`src/sv/tap_tempo_estimator_defines.svh`:
```
// Assertion macros for the tap tempo estimator.
// Used by the top level; depends on nothing.
`ifndef TAP_TEMPO_ESTIMATOR_DEFINES_SVH
`define TAP_TEMPO_ESTIMATOR_DEFINES_SVH

// Same-cycle implication, disabled while reset is low
`define TTE_ASSERT_NOW(label, clk, rst_n, ante, cons) \
    label: assert property (@(posedge clk) disable iff (!rst_n) (ante) |-> (cons)) \
        else $error("tap tempo check failed");

// Next-cycle implication, disabled while reset is low
`define TTE_ASSERT_NEXT(label, clk, rst_n, ante, cons) \
    label: assert property (@(posedge clk) disable iff (!rst_n) (ante) |=> (cons)) \
        else $error("tap tempo check failed");

`endif

```
`src/sv/tte_pkg.sv`:
```
// Shared types, constants and helper functions of the tap tempo estimator.
// Used by tte_lane, tte_merge and tap_tempo_estimator; depends on nothing.
`timescale 1ns / 1ps

package tte_pkg;

    localparam int unsigned DataW       = 32;
    localparam int unsigned SumW        = 34;
    // dividend of the divide-by-three, padded to whole groups of digits
    localparam int unsigned Div3DigitsPerCycle = 6;
    localparam int unsigned Div3Cycles  = 3;
    localparam int unsigned Div3W       = 2 * Div3DigitsPerCycle * Div3Cycles;
    localparam int unsigned DivSteps    = DataW;
    localparam int unsigned CntW        = $clog2(DivSteps);
    localparam int unsigned RingDepth   = 4;

    localparam logic [DataW-1:0] TpmReset = 32'd60000000;

    typedef enum logic [2:0] {
        L_IDLE,
        L_DIFF,
        L_TEST,
        L_DIV3,
        L_DIV,
        L_DONE
    } t_lane_state;

    // what one lane reports to the merging stage
    typedef struct packed {
        logic             done;
        logic             updated;
        logic [DataW-1:0] tempo;
        logic [DataW-1:0] period;
        logic [DataW-1:0] update_time;
    } t_lane_res;

    // one radix-4 digit of a divide by three: {quotient digit, remainder}
    function automatic logic [3:0] div3_digit(input logic [3:0] x);
        logic [1:0] q;
        logic [3:0] r;
        if (x >= 4'd9) begin
            q = 2'd3;
            r = x - 4'd9;
        end else if (x >= 4'd6) begin
            q = 2'd2;
            r = x - 4'd6;
        end else if (x >= 4'd3) begin
            q = 2'd1;
            r = x - 4'd3;
        end else begin
            q = 2'd0;
            r = x;
        end
        return {q, r[1:0]};
    endfunction

endpackage

```
`src/sv/tte_lane.sv`:
```
// One channel lane: tap history, interval check, divide by three and tempo divider.
// Depends on tte_pkg.
`timescale 1ns / 1ps

module tte_lane import tte_pkg::*; (
    input  logic             i_clk,
    input  logic             i_rst_n,
    input  logic             i_start,
    input  logic             i_ack,
    input  logic [DataW-1:0] i_tap,
    input  logic [DataW-1:0] i_now,
    input  logic [DataW-1:0] i_tpm,
    output t_lane_res        o_res
);

    t_lane_state r_state;
    t_lane_state n_state;

    // taps in age order: entry 0 oldest, last entry newest
    logic [DataW-1:0] r_ring [RingDepth];
    logic [DataW-1:0] r_last_tap;
    logic [DataW-1:0] r_now;
    logic [DataW-1:0] r_tpm;
    logic [DataW-1:0] r_i0;
    logic [DataW-1:0] r_i1;
    logic [DataW-1:0] r_i2;
    logic [Div3W-1:0] r_sum;
    logic [Div3W-1:0] r_q3;
    logic [1:0]       r_rem3;
    logic [CntW-1:0]  r_cnt;
    logic [DataW-1:0] r_div_rem;
    logic [DataW-1:0] r_div_dvd;
    logic [DataW-1:0] r_divisor;
    logic             r_updated;
    logic [DataW-1:0] r_tempo;
    logic [DataW-1:0] r_period;
    logic [DataW-1:0] r_upd_time;

    logic             new_tap;
    logic             agree;
    logic [SumW-1:0]  sum3;
    logic [Div3W-1:0] n_q3;
    logic [1:0]       n_rem3;
    logic [DataW:0]   div_shift;
    logic             div_fit;
    logic [DataW-1:0] n_div_rem;
    logic             done;

    assign new_tap = (i_tap != r_last_tap);

    // tolerance test in 35 bits: 4*i1 < 5*i0, 4*i2 < 5*i0, 4*i0 < 5*i2
    always_comb begin
        logic [DataW+2:0] x4_0;
        logic [DataW+2:0] x4_1;
        logic [DataW+2:0] x4_2;
        logic [DataW+2:0] x5_0;
        logic [DataW+2:0] x5_2;
        x4_0  = {1'b0, r_i0, 2'b00};
        x4_1  = {1'b0, r_i1, 2'b00};
        x4_2  = {1'b0, r_i2, 2'b00};
        x5_0  = x4_0 + {3'b000, r_i0};
        x5_2  = x4_2 + {3'b000, r_i2};
        agree = (x4_1 < x5_0) && (x4_2 < x5_0) && (x4_0 < x5_2);
        sum3  = {2'b00, r_i0} + {2'b00, r_i1} + {2'b00, r_i2};
    end

    // divide by three, several radix-4 digits per cycle
    always_comb begin
        logic [1:0] rem;
        logic [3:0] dig;
        logic [Div3W-1:0] q;
        rem = r_rem3;
        q   = r_q3;
        for (int k = 0; k < Div3DigitsPerCycle; k++) begin
            dig = div3_digit({rem, r_sum[Div3W-1-2*k -: 2]});
            q   = {q[Div3W-3:0], dig[3:2]};
            rem = dig[1:0];
        end
        n_q3   = q;
        n_rem3 = rem;
    end

    // one restoring step of the tempo divider
    always_comb begin
        div_shift = {r_div_rem, r_div_dvd[DataW-1]};
        div_fit   = (div_shift >= {1'b0, r_divisor});
        if (div_fit) begin
            n_div_rem = div_shift[DataW-1:0] - r_divisor;
        end else begin
            n_div_rem = div_shift[DataW-1:0];
        end
    end

    // next state
    always_comb begin
        n_state = r_state;
        case (r_state)
            L_IDLE: begin
                if (i_start) begin
                    n_state = new_tap ? L_DIFF : L_DONE;
                end
            end
            L_DIFF: n_state = L_TEST;
            L_TEST: n_state = agree ? L_DIV3 : L_DONE;
            L_DIV3: begin
                if (r_cnt == CntW'(Div3Cycles - 1)) begin
                    n_state = L_DIV;
                end
            end
            L_DIV: begin
                if (r_cnt == CntW'(DivSteps - 1)) begin
                    n_state = L_DONE;
                end
            end
            L_DONE: begin
                if (i_ack) begin
                    n_state = L_IDLE;
                end
            end
            default: n_state = L_IDLE;
        endcase
    end

    // outputs
    always_comb begin
        done = 1'b0;
        case (r_state)
            L_DONE:  done = 1'b1;
            default: done = 1'b0;
        endcase
    end

    assign o_res.done        = done;
    assign o_res.updated     = r_updated;
    assign o_res.tempo       = r_tempo;
    assign o_res.period      = r_period;
    assign o_res.update_time = r_upd_time;

    // control state
    always_ff @(posedge i_clk) begin
        if (!i_rst_n) begin
            r_state    <= L_IDLE;
            r_last_tap <= '0;
            r_tempo    <= '0;
            r_period   <= '0;
            r_upd_time <= '0;
            r_updated  <= 1'b0;
            for (int k = 0; k < RingDepth; k++) begin
                r_ring[k] <= '0;
            end
        end else begin
            r_state <= n_state;
            case (r_state)
                L_IDLE: begin
                    // take a new tap into the history
                    if (i_start) begin
                        r_updated <= 1'b0;
                        if (new_tap) begin
                            for (int k = 0; k < RingDepth - 1; k++) begin
                                r_ring[k] <= r_ring[k+1];
                            end
                            r_ring[RingDepth-1] <= i_tap;
                            r_last_tap          <= i_tap;
                        end
                    end
                end
                L_DIV3: begin
                    if (r_cnt == CntW'(Div3Cycles - 1)) begin
                        r_period <= n_q3[DataW-1:0];
                    end
                end
                L_DIV: begin
                    // publish the estimate
                    if (r_cnt == CntW'(DivSteps - 1)) begin
                        r_tempo    <= {r_div_dvd[DataW-2:0], div_fit};
                        r_upd_time <= r_now;
                        r_updated  <= 1'b1;
                    end
                end
                default: ;
            endcase
        end
    end

    // datapath
    always_ff @(posedge i_clk) begin
        case (r_state)
            L_IDLE: begin
                r_now <= i_now;
                r_tpm <= i_tpm;
            end
            L_DIFF: begin
                r_i0 <= r_ring[1] - r_ring[0];
                r_i1 <= r_ring[2] - r_ring[1];
                r_i2 <= r_ring[3] - r_ring[2];
            end
            L_TEST: begin
                r_sum  <= {{(Div3W - SumW){1'b0}}, sum3};
                r_q3   <= '0;
                r_rem3 <= '0;
                r_cnt  <= '0;
            end
            L_DIV3: begin
                r_sum  <= {r_sum[Div3W-1-2*Div3DigitsPerCycle:0],
                           {(2*Div3DigitsPerCycle){1'b0}}};
                r_q3   <= n_q3;
                r_rem3 <= n_rem3;
                if (r_cnt == CntW'(Div3Cycles - 1)) begin
                    // load the tempo divider
                    r_divisor <= n_q3[DataW-1:0];
                    r_div_dvd <= r_tpm;
                    r_div_rem <= '0;
                    r_cnt     <= '0;
                end else begin
                    r_cnt <= r_cnt + 1'b1;
                end
            end
            L_DIV: begin
                r_div_rem <= n_div_rem;
                r_div_dvd <= {r_div_dvd[DataW-2:0], div_fit};
                r_cnt     <= r_cnt + 1'b1;
            end
            default: ;
        endcase
    end

endmodule

```
`src/sv/tte_merge.sv`:
```
// Merging stage: picks the active source and holds the result register.
// Depends on tte_pkg.
`timescale 1ns / 1ps

module tte_merge import tte_pkg::*; (
    input  logic             i_clk,
    input  logic             i_rst_n,
    input  logic             i_load,
    input  t_lane_res        i_res_a,
    input  t_lane_res        i_res_b,
    input  logic             i_ready,
    output logic             o_space,
    output logic             o_valid,
    output logic [DataW-1:0] o_tempo_a,
    output logic [DataW-1:0] o_period_a,
    output logic             o_updated_a,
    output logic [DataW-1:0] o_tempo_b,
    output logic [DataW-1:0] o_period_b,
    output logic             o_updated_b,
    output logic             o_active_source
);

    logic r_valid;
    logic r_source_sel;
    logic n_source_sel;

    // later update wins, a tie keeps the current source
    always_comb begin
        n_source_sel = r_source_sel;
        if (i_res_a.update_time > i_res_b.update_time) begin
            n_source_sel = 1'b0;
        end else if (i_res_b.update_time > i_res_a.update_time) begin
            n_source_sel = 1'b1;
        end
    end

    assign o_space         = !r_valid || i_ready;
    assign o_valid         = r_valid;
    assign o_active_source = r_source_sel;

    // control state
    always_ff @(posedge i_clk) begin
        if (!i_rst_n) begin
            r_valid      <= 1'b0;
            r_source_sel <= 1'b0;
        end else begin
            if (i_load) begin
                r_valid      <= 1'b1;
                r_source_sel <= n_source_sel;
            end else if (i_ready) begin
                r_valid <= 1'b0;
            end
        end
    end

    // hold the result payload
    always_ff @(posedge i_clk) begin
        if (i_load) begin
            o_tempo_a   <= i_res_a.tempo;
            o_period_a  <= i_res_a.period;
            o_updated_a <= i_res_a.updated;
            o_tempo_b   <= i_res_b.tempo;
            o_period_b  <= i_res_b.period;
            o_updated_b <= i_res_b.updated;
        end
    end

endmodule

```
`src/sv/tap_tempo_estimator.sv`:
```
// Tap tempo estimator top level: register, two channel lanes and the merging stage.
// Depends on tte_pkg, tte_lane, tte_merge and tap_tempo_estimator_defines.svh.
`timescale 1ns / 1ps
`include "tap_tempo_estimator_defines.svh"

// Takes one request at a time. A request in which some channel's timestamp
// changed and its last three intervals agree yields a valid result after
// these steps in each lane: the interval computation, the tolerance test,
// the divide by three and the radix-2 tempo divider, then the load into the
// output register, which waits while that register holds a result not yet
// taken; both lanes run side by side and the slower one sets the time. A
// lane whose new tap fails the tolerance test skips both divisions, and a
// lane with no new tap goes straight to its done state. The next request is
// accepted in the cycle after the result has moved to the output register,
// even while that result still waits to be taken. ticks_per_minute resets to
// 60000000 and is written through i_cfg_wr_en / i_cfg_wr_data.

module tap_tempo_estimator import tte_pkg::*; (
    input  logic             i_clk,
    input  logic             i_rst_n,
    input  logic             i_cfg_wr_en,
    input  logic [DataW-1:0] i_cfg_wr_data,
    input  logic             i_valid,
    output logic             o_ready,
    input  logic [DataW-1:0] i_tap_time_a,
    input  logic [DataW-1:0] i_tap_time_b,
    input  logic [DataW-1:0] i_now_ticks,
    output logic             o_valid,
    input  logic             i_ready,
    output logic [DataW-1:0] o_tempo_a,
    output logic [DataW-1:0] o_period_a,
    output logic             o_updated_a,
    output logic [DataW-1:0] o_tempo_b,
    output logic [DataW-1:0] o_period_b,
    output logic             o_updated_b,
    output logic             o_active_source
);

    logic [DataW-1:0] r_tpm;
    logic             r_busy;
    logic             start;
    logic             load;
    logic             space;
    t_lane_res        res_a;
    t_lane_res        res_b;

    assign o_ready = !r_busy;
    assign start   = i_valid && !r_busy;
    assign load    = r_busy && res_a.done && res_b.done && space;

    // configuration register
    always_ff @(posedge i_clk) begin
        if (!i_rst_n) begin
            r_tpm <= TpmReset;
        end else if (i_cfg_wr_en) begin
            r_tpm <= i_cfg_wr_data;
        end
    end

    // hold busy from accept until the result is loaded
    always_ff @(posedge i_clk) begin
        if (!i_rst_n) begin
            r_busy <= 1'b0;
        end else if (start) begin
            r_busy <= 1'b1;
        end else if (load) begin
            r_busy <= 1'b0;
        end
    end

    tte_lane u_lane_a (
        .i_clk   (i_clk),
        .i_rst_n (i_rst_n),
        .i_start (start),
        .i_ack   (load),
        .i_tap   (i_tap_time_a),
        .i_now   (i_now_ticks),
        .i_tpm   (r_tpm),
        .o_res   (res_a)
    );

    tte_lane u_lane_b (
        .i_clk   (i_clk),
        .i_rst_n (i_rst_n),
        .i_start (start),
        .i_ack   (load),
        .i_tap   (i_tap_time_b),
        .i_now   (i_now_ticks),
        .i_tpm   (r_tpm),
        .o_res   (res_b)
    );

    tte_merge u_merge (
        .i_clk           (i_clk),
        .i_rst_n         (i_rst_n),
        .i_load          (load),
        .i_res_a         (res_a),
        .i_res_b         (res_b),
        .i_ready         (i_ready),
        .o_space         (space),
        .o_valid         (o_valid),
        .o_tempo_a       (o_tempo_a),
        .o_period_a      (o_period_a),
        .o_updated_a     (o_updated_a),
        .o_tempo_b       (o_tempo_b),
        .o_period_b      (o_period_b),
        .o_updated_b     (o_updated_b),
        .o_active_source (o_active_source)
    );

    // lanes sit idle whenever no request is in flight
    `TTE_ASSERT_NOW(a_idle_lanes, i_clk, i_rst_n, !r_busy, !res_a.done && !res_b.done)
    // a result is loaded only once both lanes have finished
    `TTE_ASSERT_NOW(a_load_done, i_clk, i_rst_n, load, res_a.done && res_b.done)
    // a loaded result shows up at the output in the next cycle
    `TTE_ASSERT_NEXT(a_load_shows, i_clk, i_rst_n, load, o_valid && !r_busy)

endmodule
```
`config.mk`:
```
export PLATFORM = sky130hd
export DESIGN_NAME = tap_tempo_estimator
export DESIGN_NICKNAME = d
export VERILOG_FILES = /design/src/sv/tte_pkg.sv /design/src/sv/tte_lane.sv /design/src/sv/tte_merge.sv /design/src/sv/tap_tempo_estimator.sv
export VERILOG_INCLUDE_DIRS = /design/src /design/src/sv
export SDC_FILE = /design/constraint.sdc
export NUM_CORES = 2
export LEC_CHECK = 0
export ABC_AREA = 0
export BUFFER_PORTS_ARGS = -buffer_cell sky130_fd_sc_hd__buf_2
export CORE_MARGIN = 10
export CORE_UTILIZATION = 50
export CTS_CLUSTER_DIAMETER = 80
export DETAILED_ROUTE_END_ITERATION = 10
export PLACE_DENSITY = 0.66
export SYNTH_ARGS = -nofsm -noshare
export SYNTH_HDL_FRONTEND = slang
export SYNTH_SLANG_ARGS = --single-unit
```
`constraint.sdc`:
```
create_clock -name i_clk -period 10.2 [get_ports i_clk]
set_input_delay 2.04 -clock i_clk [delete_from_list [all_inputs] [get_ports i_clk]]
set_output_delay 2.04 -clock i_clk [all_outputs]
set_load 0.1 [all_outputs]
```
==> results.txt <==
- The multi-input combinational cells in the finished layout cover a total of 37110 µm².
- The floorplan step defined a core boundary enclosing about 150000 µm².
- Synthesized net count: 8274
- Yosys attributes the largest share of cell area to edfxtp_1 40%, ha_1 13%, dfxtp_1 7.8%.
- Worst slew pin tran: approximately 1.2 ns
- Total clock buffers created by CTS: 147
* Total DRC errors in the routed layout: 0
- Post-Syn Area per Cell: slightly above 10 µm²
- Of the cells placed in the final design, the portion with a size suffix greater than 1 is 0.07951.
* Number of max-slew violations in the final report: 0
- The library cell used most frequently in the layout, excluding fill and tap cells, is edfxtp_1.
- Post-layout minimum cycle time: 6.853 ns
* Wire length of the first global-routing pass: about 280000 µm
* Wire length on met2: 80640 µm
* Worst Path Arrival: 7.51 ns
- The detailed router finished its first iteration with about 3.8k violations.
- Wires add up to 178800 µm.
- In this run, synthesis produced a sequential element count of 1323.
- Detailed routing placed a total of 9064 µm of wire on met3.
- The critical path in this run is classified as flip-flop to flip-flop.
- The first TritonRoute pass finished after 6 iterations.
- Die width: a little over 400 µm
- # fillers: between 10k and 15k
- The total overflow left after global routing is 0.
- Across the run, the number of max-cap violations was 0.
* Post-synthesis to final-layout area growth: 10.95%
* Detailed placement HPWL: 130500 µm
- Origin of the worst setup path: u_lane_b.r_i0[0]
- STA classifies the critical path endpoint as a flip-flop.
- Post-layout net count: about 8.5k
- Prevailing post-synth register cell: edfxtp_1
- The number of global-route vias before repair is 53.67k.
- Sink Count: ~1.3k
* Setup repair after global routing missed its margin: false
- Post-cts gate resize count: 0
- The number of antenna violations at the first check in global routing was 4.
- Sequential cell area: 36740 µm²
- Of all nets on the critical path, the largest fanout is 4.
* Post-route antenna net violation count: 0
* Number of instances in the synthesized netlist: 7349
- Adding up every negative setup slack in the final design gives 0 ns.
- In this run, post-CTS hold repair placed 0 buffers.
- Using the TritonRoute via totals, the vias-per-cell ratio works out to 5.568.
- Count of synthesis-stage warnings from yosys: 0
- The startpoint identified for the worst register-to-register timing path is u_lane_b.r_i0[0].
* Critical Path RT: 10.85 ns
- Cell mode on critical path: a21oi_1
- In the post-route analysis, the smallest setup slack over all paths is 3.347 ns.
- Count of final setup violators: 0
- After floorplanning, the core was divided into roughly 140 placement rows.
- The netlist uses approximately 90 different library cells.
- The congestion estimate from routability-driven global placement came to 0.8826.
- The die covers 168900 µm².
- Sequential area share after synthesis: 0.4807
- The H-tree was split into 4 levels.
* Standard cell with the maximum stage delay on the critical path: a2111oi_0
- Clock-pin slew was measured on the worst setup and hold paths at 0.06 ns.
- Top-level I/O count: 266
* Beginning of the worst hold path: u_lane_a.r_tempo[30]
* Worst Skew: roughly 0.055 ns
- CP max stage delay: a little over 0.7 ns
* CTS root buf: clkbuf_16
- The path class of the tightest hold or removal check is flip-flop to flip-flop.
- The largest total area in the synthesized netlist belongs to edfxtp_1.
- Worst setup slack before clock tree synthesis: 3.503 ns
- CTS tree: yes
- Max-slew headroom: 0.2224
* Netlist Area Pre-Place: 76420 µm²
- Startpoint type of the worst setup path: flip-flop
- Total number of vias: about 54k
- Die Y-Extent: a little over 400 µm
- Of the post-synthesis cell area, the dominant cell type holds 0.4024.
- Counting flops with a built-in enable in the synthesized netlist gives 1024.
- Initial core utilization: 0.5031
- Setup repair bufs after CTS: 0
* Total Routing Usage GR: 0.2059
- The top cell types in the final layout, fill and taps aside, are 1024 x edfxtp_1, 859 x nand2_1, 776 x ha_1, 495 x inv_1, 451 x a21oi_1.
- Entering global routing, the biggest net connects 202 pins.
- Dividing the detail-routed wire length by the instance count gives 18.33 µm.
* Uppermost layer routed: met5
* Number of buffers on the longest clock path: 3
- The run finished with clean final reports.
- The count of final hold-check violations came to 0.
- In the finished design, the share of the clock period the worst path needs comes to 0.6719.
- Based on the critical path, the design can be clocked at up to around 150 MHz.
- Count of input and output buffers: 265
- For this run, asynchronously set or reset flops after synthesis account for 0.
- The clock reaches the later pin of the worst-skew pair after 0.78 ns.
* Met1 wire length: 85360 µm
-- flip-flops by register name, indices dropped and copies added (netlist names), 36 cells and up --
| name | cells |
|---|---|
| u_lane_b.r_sum | 36 |
| u_lane_a.r_ring | 128 |
| u_lane_a.r_sum | 36 |
| u_lane_b.r_ring | 128 |
-- layout make-up --
type / instances / share of cell area
Sequential cell: 1323 / 0.4333
Clock buffer: 204 / 0.04922
Multi-Input combinational cell: 5323 / 0.4377
Antenna cell: 2 / 0.00005903
Tap cell: 2030 / 0.02996
Timing Repair Buffer: 303 / 0.01927
Clock inverter: 65 / 0.008014
Inverter: 504 / 0.02243
-- per-layer routing --
layer  up-vias  track usage
li1      27000            -
met1     25860       0.2905
met2      1223       0.3332
met3       239      0.02837
met4         2      0.05298
met5         -            0
-- synthesized netlist by cell type, types with 112 or more instances --
library cell,number
ha_1,776
nor2_1,435
a21boi_0,217
a21o_1,247
edfxtp_1,1024
o21ai_0,268
nand2_1,864
xnor2_1,332
nand2b_1,112
dfxtp_1,299
and3_1,312
nor2b_1,127
xor2_1,149
clkbuf_1,185
inv_1,500
a21oi_1,453
-- cell families (layout without fill, tap and decap cells) --
family	Yosys count	count (layout)	share of synthesized area
buf+inv	703	1076	0.03465
flops	1323	1323	0.4807
other cells	0	2	0
simple gates	2329	2329	0.1467
xor+xnor	484	484	0.05592
mux	55	55	0.007466
fa+ha+maj	792	792	0.1313
compound gates	1663	1663	0.1433
-- through the flow --
stage                     hold WS [ns]  utilization  area [µm²]  cells
final                           0.4138       0.5581       84780   9754
after global routing            0.4287       0.5581       84780   9752
after CTS                       0.4165       0.5581       84780   9752
after detailed placement        0.4139       0.5261       79920   9483
after global placement          0.4121       0.5261       79920   9483
after floorplan                 0.4030            -       76420   7349
-- worst paths after layout --
path	cells after the start	endpoint	slack, ns
setup / recovery	29	u_lane_b.r_state[2]	3.35
hold / removal	0	u_merge.o_tempo_a[30]	0.41
setup reg to reg	29	u_lane_b.r_state[2]	3.35
hold reg to reg	0	u_merge.o_tempo_a[30]	0.41
-- critical path, delay by kind of cell, from the launching register on --
| family | cells | cell delay (ns) |
|---|---|---|
| AO/OA/AOI/OAI | 20 | 4.71 |
| adder cells (fa/ha/maj) | 3 | 0.96 |
| flip-flops | 1 | 0.45 |
| AND/OR/NAND/NOR | 5 | 0.37 |
| XOR/XNOR | 1 | 0.23 |
Power is not shown: default switching activity piles up to over one toggle a cycle in this logic, so the estimate is an artifact.
